[src/sv/ue8_pkg.sv]
// Shared types and constants for the escape-to-UTF-8 converter.
package ue8_pkg;

    localparam logic [7:0] CH_BSL = 8'h5C;
    localparam logic [7:0] CH_U   = 8'h75;

    localparam logic [15:0] LIM_1B = 16'h007F;
    localparam logic [15:0] LIM_2B = 16'h07FF;
    localparam logic [7:0]  LEAD_2B = 8'hC0;
    localparam logic [7:0]  LEAD_3B = 8'hE0;
    localparam logic [7:0]  CONT_B  = 8'h80;
    localparam logic [7:0]  CONT_MASK = 8'h3F;

    localparam int NBYTES     = 5;
    localparam int FIFO_DEPTH = 2;

    typedef enum logic [2:0] {
        PH_IDLE,
        PH_BSL,
        PH_U,
        PH_H1,
        PH_H2,
        PH_H3
    } t_phase;

    typedef enum logic {
        CMD_RAW,
        CMD_UTF8
    } t_kind;

    typedef struct packed {
        t_kind                   kind;
        logic [2:0]              cnt;
        logic                    last;
        logic [NBYTES-1:0][7:0]  bytes;
        logic [15:0]             value;
    } t_cmd;

endpackage

[src/sv/ue8_front.sv]
// Front end: parses escapes and turns each request into at most one output command.
module ue8_front (
    input  logic          i_clk,
    input  logic          i_rst_n,
    input  logic          i_valid,
    input  logic [7:0]    i_in_byte,
    input  logic          i_in_last,
    output logic          o_push,
    output ue8_pkg::t_cmd o_cmd
);

    ue8_pkg::t_phase   r_phase, n_phase;
    logic [2:0][7:0]   r_held, n_held;
    logic [15:0]       r_hex, n_hex;
    logic              r_open, n_open;

    logic              hex_ok;
    logic [3:0]        hex_d;
    logic [15:0]       fed_hex;
    logic              fed_open;
    ue8_pkg::t_cmd     cmd;

    always_comb begin
        hex_ok = 1'b1;
        hex_d  = 4'd0;
        if (i_in_byte >= 8'h30 && i_in_byte <= 8'h39) begin
            hex_d = 4'(i_in_byte - 8'h30);
        end else if (i_in_byte >= 8'h61 && i_in_byte <= 8'h66) begin
            hex_d = 4'(i_in_byte - 8'h57);
        end else if (i_in_byte >= 8'h41 && i_in_byte <= 8'h46) begin
            hex_d = 4'(i_in_byte - 8'h37);
        end else begin
            hex_ok = 1'b0;
        end
        fed_open = r_open && hex_ok;
        fed_hex  = fed_open ? {r_hex[11:0], hex_d} : r_hex;
    end

    always_comb begin
        n_phase = r_phase;
        n_held  = r_held;
        n_hex   = r_hex;
        n_open  = r_open;
        cmd     = '0;
        cmd.kind = ue8_pkg::CMD_RAW;
        cmd.last = i_in_last;

        unique case (r_phase)
            ue8_pkg::PH_BSL: begin
                if (i_in_byte == ue8_pkg::CH_U) begin
                    n_phase = ue8_pkg::PH_U;
                    n_hex   = '0;
                    n_open  = 1'b1;
                end else begin
                    cmd.bytes[0] = ue8_pkg::CH_BSL;
                    cmd.cnt      = 3'd1;
                    if (i_in_byte != ue8_pkg::CH_BSL) begin
                        n_phase      = ue8_pkg::PH_IDLE;
                        cmd.bytes[1] = i_in_byte;
                        cmd.cnt      = 3'd2;
                    end
                end
            end
            ue8_pkg::PH_U: begin
                n_hex     = fed_hex;
                n_open    = fed_open;
                n_held[0] = i_in_byte;
                n_phase   = ue8_pkg::PH_H1;
            end
            ue8_pkg::PH_H1: begin
                n_hex     = fed_hex;
                n_open    = fed_open;
                n_held[1] = i_in_byte;
                n_phase   = ue8_pkg::PH_H2;
            end
            ue8_pkg::PH_H2: begin
                n_hex     = fed_hex;
                n_open    = fed_open;
                n_held[2] = i_in_byte;
                n_phase   = ue8_pkg::PH_H3;
            end
            ue8_pkg::PH_H3: begin
                cmd.kind  = ue8_pkg::CMD_UTF8;
                cmd.value = fed_hex;
                if (fed_hex <= ue8_pkg::LIM_1B) begin
                    cmd.cnt = 3'd1;
                end else if (fed_hex <= ue8_pkg::LIM_2B) begin
                    cmd.cnt = 3'd2;
                end else begin
                    cmd.cnt = 3'd3;
                end
                n_phase = ue8_pkg::PH_IDLE;
                n_hex   = '0;
                n_open  = 1'b1;
            end
            default: begin
                if (i_in_byte == ue8_pkg::CH_BSL) begin
                    n_phase = ue8_pkg::PH_BSL;
                end else begin
                    n_phase      = ue8_pkg::PH_IDLE;
                    cmd.bytes[0] = i_in_byte;
                    cmd.cnt      = 3'd1;
                end
            end
        endcase

        if (i_in_last) begin
            // A partial escape at the end of the string leaves as raw text.
            unique case (n_phase)
                ue8_pkg::PH_BSL: begin
                    if (cmd.cnt == 3'd0) begin
                        cmd.bytes[0] = ue8_pkg::CH_BSL;
                        cmd.cnt      = 3'd1;
                    end else begin
                        cmd.bytes[1] = ue8_pkg::CH_BSL;
                        cmd.cnt      = 3'd2;
                    end
                end
                ue8_pkg::PH_U, ue8_pkg::PH_H1, ue8_pkg::PH_H2, ue8_pkg::PH_H3: begin
                    cmd.bytes = {n_held[2], n_held[1], n_held[0],
                                 ue8_pkg::CH_U, ue8_pkg::CH_BSL};
                    unique case (n_phase)
                        ue8_pkg::PH_U:  cmd.cnt = 3'd2;
                        ue8_pkg::PH_H1: cmd.cnt = 3'd3;
                        ue8_pkg::PH_H2: cmd.cnt = 3'd4;
                        default:        cmd.cnt = 3'd5;
                    endcase
                end
                default: begin
                end
            endcase
            n_phase = ue8_pkg::PH_IDLE;
            n_hex   = '0;
            n_open  = 1'b1;
        end
    end

    always_ff @(posedge i_clk) begin
        if (!i_rst_n) begin
            r_phase <= ue8_pkg::PH_IDLE;
            r_hex   <= '0;
            r_open  <= 1'b1;
        end else if (i_valid) begin
            r_phase <= n_phase;
            r_hex   <= n_hex;
            r_open  <= n_open;
        end
    end

    always_ff @(posedge i_clk) begin
        if (i_valid) begin
            r_held <= n_held;
        end
    end

    assign o_push = i_valid && (cmd.cnt != 3'd0);
    assign o_cmd  = cmd;

endmodule

[src/sv/ue8_fifo.sv]
// Short command queue between the front end and the back end.
module ue8_fifo (
    input  logic          i_clk,
    input  logic          i_rst_n,
    input  logic          i_push,
    input  ue8_pkg::t_cmd i_cmd,
    input  logic          i_pop,
    output ue8_pkg::t_cmd o_cmd,
    output logic          o_full,
    output logic          o_empty
);

    localparam int PW = (ue8_pkg::FIFO_DEPTH > 1) ? $clog2(ue8_pkg::FIFO_DEPTH) : 1;
    localparam int CW = $clog2(ue8_pkg::FIFO_DEPTH + 1);
    localparam logic [PW-1:0] PTR_MAX = PW'(ue8_pkg::FIFO_DEPTH - 1);
    localparam logic [CW-1:0] CNT_MAX = CW'(ue8_pkg::FIFO_DEPTH);

    ue8_pkg::t_cmd   r_mem [ue8_pkg::FIFO_DEPTH];
    logic [PW-1:0]   r_wr, n_wr;
    logic [PW-1:0]   r_rd, n_rd;
    logic [CW-1:0]   r_cnt, n_cnt;
    logic            do_push, do_pop;

    assign do_push = i_push && (r_cnt != CNT_MAX);
    assign do_pop  = i_pop && (r_cnt != '0);

    always_comb begin
        n_wr  = r_wr;
        n_rd  = r_rd;
        n_cnt = r_cnt;
        if (do_push) begin
            n_wr = (r_wr == PTR_MAX) ? '0 : r_wr + 1'b1;
        end
        if (do_pop) begin
            n_rd = (r_rd == PTR_MAX) ? '0 : r_rd + 1'b1;
        end
        if (do_push && !do_pop) begin
            n_cnt = r_cnt + 1'b1;
        end else if (do_pop && !do_push) begin
            n_cnt = r_cnt - 1'b1;
        end
    end

    always_ff @(posedge i_clk) begin
        if (!i_rst_n) begin
            r_wr  <= '0;
            r_rd  <= '0;
            r_cnt <= '0;
        end else begin
            r_wr  <= n_wr;
            r_rd  <= n_rd;
            r_cnt <= n_cnt;
        end
    end

    always_ff @(posedge i_clk) begin
        if (do_push) begin
            r_mem[r_wr] <= i_cmd;
        end
    end

    assign o_cmd   = r_mem[r_rd];
    assign o_full  = (r_cnt == CNT_MAX);
    assign o_empty = (r_cnt == '0);

endmodule

[src/sv/ue8_back.sv]
// Back end: expands the command at the queue head into output bytes.
module ue8_back (
    input  logic          i_clk,
    input  logic          i_rst_n,
    input  ue8_pkg::t_cmd i_cmd,
    input  logic          i_empty,
    input  logic          i_pop,
    output logic          o_fifo_pop,
    output logic [7:0]    o_out_byte,
    output logic          o_out_last
);

    logic [2:0] r_idx, n_idx;
    logic       at_end;
    logic [7:0] raw_b;
    logic [7:0] enc_b;

    assign at_end = (r_idx == i_cmd.cnt - 3'd1);

    always_comb begin
        unique case (r_idx)
            3'd0:    raw_b = i_cmd.bytes[0];
            3'd1:    raw_b = i_cmd.bytes[1];
            3'd2:    raw_b = i_cmd.bytes[2];
            3'd3:    raw_b = i_cmd.bytes[3];
            default: raw_b = i_cmd.bytes[4];
        endcase
    end

    always_comb begin
        enc_b = i_cmd.value[7:0];
        if (i_cmd.cnt == 3'd2) begin
            if (r_idx == 3'd0) begin
                enc_b = ue8_pkg::LEAD_2B | {3'd0, i_cmd.value[10:6]};
            end else begin
                enc_b = ue8_pkg::CONT_B | (i_cmd.value[7:0] & ue8_pkg::CONT_MASK);
            end
        end else if (i_cmd.cnt == 3'd3) begin
            if (r_idx == 3'd0) begin
                enc_b = ue8_pkg::LEAD_3B | {4'd0, i_cmd.value[15:12]};
            end else if (r_idx == 3'd1) begin
                enc_b = ue8_pkg::CONT_B | (i_cmd.value[13:6] & ue8_pkg::CONT_MASK);
            end else begin
                enc_b = ue8_pkg::CONT_B | (i_cmd.value[7:0] & ue8_pkg::CONT_MASK);
            end
        end
    end

    always_comb begin
        n_idx      = r_idx;
        o_fifo_pop = 1'b0;
        if (i_pop && !i_empty) begin
            if (at_end) begin
                n_idx      = '0;
                o_fifo_pop = 1'b1;
            end else begin
                n_idx = r_idx + 3'd1;
            end
        end
    end

    always_ff @(posedge i_clk) begin
        if (!i_rst_n) begin
            r_idx <= '0;
        end else begin
            r_idx <= n_idx;
        end
    end

    assign o_out_byte = (i_cmd.kind == ue8_pkg::CMD_UTF8) ? enc_b : raw_b;
    assign o_out_last = i_cmd.last && at_end;

endmodule

[src/sv/unicode_escape_to_utf8.sv]
// Top level of the escape-to-UTF-8 converter.
//
// Channel   Direction  Handshake         Payload
// input     in         push / full       i_in_byte, i_in_last
// result    out        empty / pop       o_out_byte, o_out_last
//
// The front end takes one request per cycle while the queue is not full, and turns
// it into at most one command. A two-entry command queue separates it from the
// back end. The back end delivers one byte per cycle while pop is high and the
// queue is not empty; a full escape takes six bytes in and gives up to three out.
// Reset is synchronous and active low and empties the queue and the parser state.
// A stalled result holds while the front end keeps filling the queue.
module unicode_escape_to_utf8 (
    input  logic       i_clk,
    input  logic       i_rst_n,
    input  logic       push,
    output logic       full,
    input  logic [7:0] i_in_byte,
    input  logic       i_in_last,
    output logic       empty,
    input  logic       pop,
    output logic [7:0] o_out_byte,
    output logic       o_out_last
);

    logic          accept;
    logic          cmd_push;
    logic          cmd_pop;
    ue8_pkg::t_cmd cmd_in;
    ue8_pkg::t_cmd cmd_head;

    assign accept = push && !full;

    ue8_front u_front (
        .i_clk     (i_clk),
        .i_rst_n   (i_rst_n),
        .i_valid   (accept),
        .i_in_byte (i_in_byte),
        .i_in_last (i_in_last),
        .o_push    (cmd_push),
        .o_cmd     (cmd_in)
    );

    ue8_fifo u_fifo (
        .i_clk   (i_clk),
        .i_rst_n (i_rst_n),
        .i_push  (cmd_push),
        .i_cmd   (cmd_in),
        .i_pop   (cmd_pop),
        .o_cmd   (cmd_head),
        .o_full  (full),
        .o_empty (empty)
    );

    ue8_back u_back (
        .i_clk      (i_clk),
        .i_rst_n    (i_rst_n),
        .i_cmd      (cmd_head),
        .i_empty    (empty),
        .i_pop      (pop),
        .o_fifo_pop (cmd_pop),
        .o_out_byte (o_out_byte),
        .o_out_last (o_out_last)
    );

endmodule

[config.mk]
export PLATFORM = sky130hd
export DESIGN_NAME = unicode_escape_to_utf8
export DESIGN_NICKNAME = d
export VERILOG_FILES = /design/src/sv/ue8_pkg.sv /design/src/sv/ue8_front.sv /design/src/sv/ue8_fifo.sv /design/src/sv/ue8_back.sv /design/src/sv/unicode_escape_to_utf8.sv
export SDC_FILE = /design/constraint.sdc
export NUM_CORES = 1
export LEC_CHECK = 0
export BUFFER_PORTS_ARGS = -buffer_cell sky130_fd_sc_hd__buf_2
export CAP_MARGIN = 10
export CORE_ASPECT_RATIO = 0.9
export CORE_MARGIN = 3
export CORE_UTILIZATION = 60
export DETAILED_ROUTE_END_ITERATION = 10
export GPL_ROUTABILITY_DRIVEN = 0
export HOLD_SLACK_MARGIN = 0.15
export PLACE_DENSITY = 0.86
export SLEW_MARGIN = 20
export SYNTH_ARGS = -nofsm -noshare
export SYNTH_HDL_FRONTEND = slang
export SYNTH_SLANG_ARGS = --single-unit
export TNS_END_PERCENT = 30
[constraint.sdc]
create_clock -name i_clk -period 9.3 [get_ports i_clk]
set_input_delay 0.93 -clock i_clk [delete_from_list [all_inputs] [get_ports i_clk]]
set_output_delay 0.93 -clock i_clk [all_outputs]
set_load 0.01 [all_outputs]
==> Yosys cells after proc, flatten, opt, wreduce, memory -nomap -nowiden <==
Memory sizes are Yosys's and may differ from the RTL's. A register that Yosys moved wholly into a read port is not among the register bits.
Cells that the tools add are included.
{ "word_totals": {"register_bits": 51, "ramBits": 122, "input_bits": 13, "out_inout_bits": 11, "memories": 1} }
{ "op_classes": {"addsub": 9, "magnitude_cmp": 8, "n_eq_ne": 22, "mux": 61, "reduce_logical": 27} }
{ "memory_table": {"columns": ["memory", "words", "word_bits", "rd", "rd_clocked_by_memory_dff", "write_ports", "line", "source"], "rows": [
  ["u_fifo.r_mem", 2, 61, 1, 1, 1, "ue8_fifo.sv:18", "ue8_pkg::t_cmd r_mem [ue8_pkg::FIFO_DEPTH];"]
]} }
{ "op_table": {"columns": ["operator", "count"], "rows": [
  ["$mux W8", 12],
  ["$mux W16", 5],
  ["$pmux W16 S3", 1],
  ["$mux W40", 1],
  ["$pmux W16 S2", 1],
  ["$pmux W8 S4", 1],
  ["$eq A3 B2 Y1 const B", 8],
  ["$mux W24", 1],
  ["$mux W3", 6],
  ["$pmux W3 S3", 2],
  ["$mux W1", 17],
  ["$eq A8 B7 Y1 const B", 2],
  ["$ge A8 B7 Y1 const B", 2],
  ["$le A16 B11 Y1 const B", 1],
  ["$le A16 B7 Y1 const B", 1],
  ["$le A8 B7 Y1 const B", 2],
  ["$pmux W8 S2", 1],
  ["$pmux W3 S5", 1],
  ["$eq A3 B3 Y1 const B", 4],
  ["$logic_and A1 B1 Y1", 12],
  ["$mux W4", 3],
  ["$mux W2", 5],
  ["$eq A3 B1 Y1 const B", 3],
  ["$ge A8 B6 Y1 const B", 1],
  ["other kinds (26)", 34]
]} }

==> Depth between registers and ports, before layout <==
{ "depth": {"word_depth": 22, "ltp_mapped": 15, "mapped_depth_nobuf": 13} }

==> By module <==
A second synthesis with hierarchy kept.
{ "unflattened": {"cells_unflattened": 680, "area_unflattened_um2": 8495.6} }
{ "modules_own_cells": {"columns": ["mod", "instances", "cells_per_inst", "area_each_um2"], "rows": [
  ["ue8_fifo", 1, 215, 4619.4],
  ["ue8_front", 1, 343, 2954.1],
  ["ue8_back", 1, 121, 908.4],
  ["unicode_escape_to_utf8", 1, 1, 13.8]
]} }

==> Worst setup path before layout <==
Ideal clock, no wire load.
{ "synth_timing": {"path_type": "input -> register", "startpoint": "input i_in_byte[1]", "endpoint": "memory u_fifo.r_mem[0][0] (netlist bit) (enable)", "arrival_time_ns": 6.684, "t_required_ns": 8.745, "setup_slack_ns": 2.061, "cell_stages": 9, "cell_sequence": "inv_1 -> ha_1 -> or3b_1 -> nand3_1 -> a21oi_1 -> a221o_1 -> a31oi_1 -> nor2_1 -> nor3_1"} }
{ "synth_via": {"elab_chain_len": 20, "word_cells_on_any_way": 51, "classes_between": "3 x add/sub; 8 x order compare; 8 x eq/ne; 23 x mux; 9 x reduce/logical"} }
{ "synth_lines": {"columns": ["item", "line", "source"], "rows": [
  ["from (decl)", "unicode_escape_to_utf8.sv:18", "input logic [7:0] i_in_byte,"],
  ["$ge A8 B7 Y1 / $le A8 B7 Y1 (equally long branches)", "ue8_front.sv:30", "end else if (i_in_byte >= 8'h41 && i_in_byte <= 8'h46) begin"],
  ["$logic_and A1 B1 Y1", "ue8_front.sv:30", null],
  ["$mux W1", "ue8_front.sv:30", null],
  ["$mux W1", "ue8_front.sv:28", "end else if (i_in_byte >= 8'h61 && i_in_byte <= 8'h66) begin"],
  ["$mux W1", "ue8_front.sv:26", "if (i_in_byte >= 8'h30 && i_in_byte <= 8'h39) begin"],
  ["$logic_and A1 B1 Y1", "ue8_front.sv:35", "fed_open = r_open && hex_ok;"],
  ["$mux W16", "ue8_front.sv:36", "fed_hex = fed_open ? {r_hex[11:0], hex_d} : r_hex;"],
  ["$le A16 B11 Y1", "ue8_front.sv:87", "end else if (fed_hex <= ue8_pkg::LIM_2B) begin"],
  ["[4 not listed]", null, null],
  ["$mux W2", "ue8_front.sv:111", "if (cmd.cnt == 3'd0) begin"],
  ["$pmux W3 S2", "ue8_front.sv:109", "unique case (n_phase)"],
  ["$mux W3 *", "ue8_front.sv:107", "if (i_in_last) begin"],
  ["$reduce_bool A3 Y1 *", "ue8_front.sv:156", "assign o_push = i_valid && (cmd.cnt != 3'd0);"],
  ["$logic_and A1 B1 Y1 *", "ue8_front.sv:156", null],
  ["$logic_and A1 B1 Y1 *", "ue8_fifo.sv:24", "assign do_push = i_push && (r_cnt != CNT_MAX);"],
  ["$mux W1 *", "ue8_fifo.sv:57", "if (do_push) begin"],
  ["$mux W1 (implied by the code) *", "ue8_fifo.sv:58", "r_mem[r_wr] <= i_cmd;"],
  ["to (decl)", "ue8_fifo.sv:18", null]
]} }
Every way passes the cells marked *; elsewhere a longest branch is shown, timed or not.

==> metrics.yaml <==
ys_seq_area_share_pct: 59.2
setup_violations: 0
htreeDepth: 4
numPlacedInstances: 832
dieArea_um2: 15400
ctsResizeCount: 0
crit_end: "o_out_byte[0]"
grt_start_max_net_pins: 62
die_y_um: 118
tightest_slew_ns: 1.13
clockRootBuffer: "clkbuf_16"
cts_tree: "yes"
cpPeakStageDelay_ns: 0.67
final_cells: 862
post-cts-setup-buffer-count: 0
syn_nets: 699
skew_ns: 0.00519
clock-sinks: 174
synth_commonest_cells: "edfxtp_1 (146), nand2_1 (67), nor2b_1 (50), a21oi_1 (35), mux2i_1 (33)"
worstPathRequired_ns: 8.37
diodes: 0
synth_warnings: 0
numCtsBuffers: 17
async_reset_ff_share_pct: 0
antenna_found_initial: 0
max_cap_viol_count: 0
wl_per_cell_um: 22.2
track_usage_pct: 25.9
r2r_cells: 12
synth_top_area_share_pct: 52.5
hold_violations: 0
ys_top_cells_by_area: "edfxtp_1 (53%), dfxtp_1 (6.7%), mux2_2 (4.2%)"
hold_buffers: 0
clkTransAtPathRegs_ns: 0.06
reg2reg_to: "u_fifo.r_cnt[1]"
drtIter0Drc: 969
hold_path.class: "reg -> reg"
totalWireLength_um: 19200
syn_area_um2: 8350
slew_headroom_pct: 24.6
fin_crit_sh_pct: 48.9
critPathKind: "reg -> out"
synth_ff_type: "edfxtp_1"
grt_pass1_vias: 5463
grt_first_pass_wirelength_um: 30200
status: "complete, no violations"
core-area_um2: 13500
area_growth_pct: 10.0
synth-edff-count: 146
port_buffers: 23
critPathCaptureType: "output pin"
vdd_drop_max_uv: 150
powerDensity_nw_per_um2: 263
vias: 5829
worstHoldPathCells: 2
grt_overflow: 0
reg2reg_from: "u_front.r_phase[2]"
drcViolationCount: 0
drtAntennaViolNets: 0
die_w_um: 130
tns_ns: 0
p_leak_uw: 0.00318
synth.distinct_cells: 69
yosys.area.top_type: "edfxtp_1"
io_pins: 24
syn_avg_cell_area_um2: 12.4
hpwl_um: 12800
first_pass_iters: 6
max_freq_ghz: 0.220
rsz0062_at_grt: "no"
clock_latency_ns: 0.42
nets: 710
synthesis.instances: 672
yosysMostFrequentCell: "edfxtp_1"
min_period_ns: 4.55
final-max-slew-violation-count: 0
drive_gt1_share_pct: 15.0
critPathSlowestCell: "buf_4"
avgViaCountPerCell: 6.76
num_rows: 40
fillers: 861
crit_chain: "buf_4, mux2i_1, inv_1, ha_1, and2_1, o21ai_0, a221oi_1, a31oi_1, o21ai_0, buf_2"
reg2reg_slack_ns: 5.49
initial_utilization_pct: 62.0
arrival_ns: 3.62
worst_setup_path_start_kind: "flip-flop"
cts_max_path_buffers: 2
critPathMaxFanout: 59
crit_top_cell: "o21ai_0"
synth-seq-cells: 174
==> placed cells by master, fill, tap and decap left out, drive strengths merged, types with 14 or more instances in the layout <==
master,count
edfxtp,146
a21oi,35
mux2,31
inv,15
dfxtp,28
clkbuf,22
o21ai,22
buf,29
mux2i,33
a22oi,22
ha,14
nor2,30
nand2,67
nor2b,50
==> critical path: cells and delay by family (launching register included) <==
kind	cells	cell delay, ns
AOI/OAI and AO/OA	4	1.07
DFF	1	0.31
buffers and inverters	3	1.01
adders and majority gates	1	0.19
muxes	1	0.35
and+or+nand+nor	1	0.24
==> logic make-up (layout without fill, tap and decap cells) <==
| kind of cell | Yosys count | count (layout) | synth area share (%) |
|---|---|---|---|
| flip-flops | 174 | 174 | 59.2 |
| adder cells (fa/ha/maj) | 14 | 14 | 2.10 |
| AND/OR/NAND/NOR | 202 | 202 | 12.9 |
| buffers and inverters | 53 | 75 | 2.65 |
| AO/OA/AOI/OAI | 153 | 153 | 13.2 |
| XOR/XNOR | 9 | 9 | 0.944 |
| multiplexers | 67 | 67 | 8.95 |
==> registers in the layout, summed over array words and instances, names as in the netlist, named ones only <==
name and cells:
u_fifo.r_mem 122, u_fifo.r_wr 1, u_front.r_hex 16, u_fifo.r_cnt 2, u_front.r_held 24, u_back.r_idx 3, u_fifo.r_rd 1, u_front.r_open 1
u_front.r_phase 3
==> metrics by stage <==
stage	utilization [%]	hold WS (ns)	worst slack, ns	cell area [um^2]	power [uW]
final	68.3	0.536	4.75	9190	2420
after CTS	68.2	0.540	4.83	9180	2420
after detailed placement	63.7	0.529	4.74	8570	1680
after global placement	63.7	0.504	4.98	8570	1650
after global routing	68.3	0.568	4.59	9190	2520
after floorplan	-	0.478	2.06	8350	1490
==> worst min-delay path by stage <==
| stage | endpoint | slack (ns) | from |
|---|---|---|---|
| after floorplan | u_fifo.r_cnt[1] | 0.48 | u_fifo.r_cnt[1] |
| after global placement | u_fifo.r_cnt[1] | 0.50 | u_fifo.r_cnt[1] |
| after detailed placement | u_fifo.r_cnt[1] | 0.53 | u_fifo.r_cnt[1] |
| after CTS | u_fifo.r_cnt[1] | 0.54 | u_fifo.r_cnt[1] |
| after global routing | u_fifo.r_cnt[1] | 0.57 | u_fifo.r_cnt[1] |
| final | u_fifo.r_cnt[1] | 0.54 | u_fifo.r_cnt[1] |
==> area by class of cell <==
class | count | area (um^2) | area share, %
inverters | 16 | 60.1 | 0.654
clock buffers | 22 | 444 | 4.83
well taps | 168 | 210 | 2.29
repair buffers | 29 | 160 | 1.74
multi-input cells | 445 | 3200 | 34.9
clock inverters | 8 | 165 | 1.80
flip-flops and latches | 174 | 4950 | 53.8
==> where the power goes <==
group | leakage, uW | switching (uW) | internal, uW
Sequential | 0.00163 | 45.0 | 1000
Combinational | 0.00126 | 397 | 239
Clock | 0.000294 | 264 | 471
Total | 0.00318 | 705 | 1710
==> layer usage <==
layer	GRT usage, %	vias to the layer above	share of wire, %
met1	39.3	2772	41
met4	7.13	0	2.5
met5	0	-	0
met2	37.9	424	45
li1	-	2573	-
met3	5.90	60	11
(Power assumes the default switching activity.)
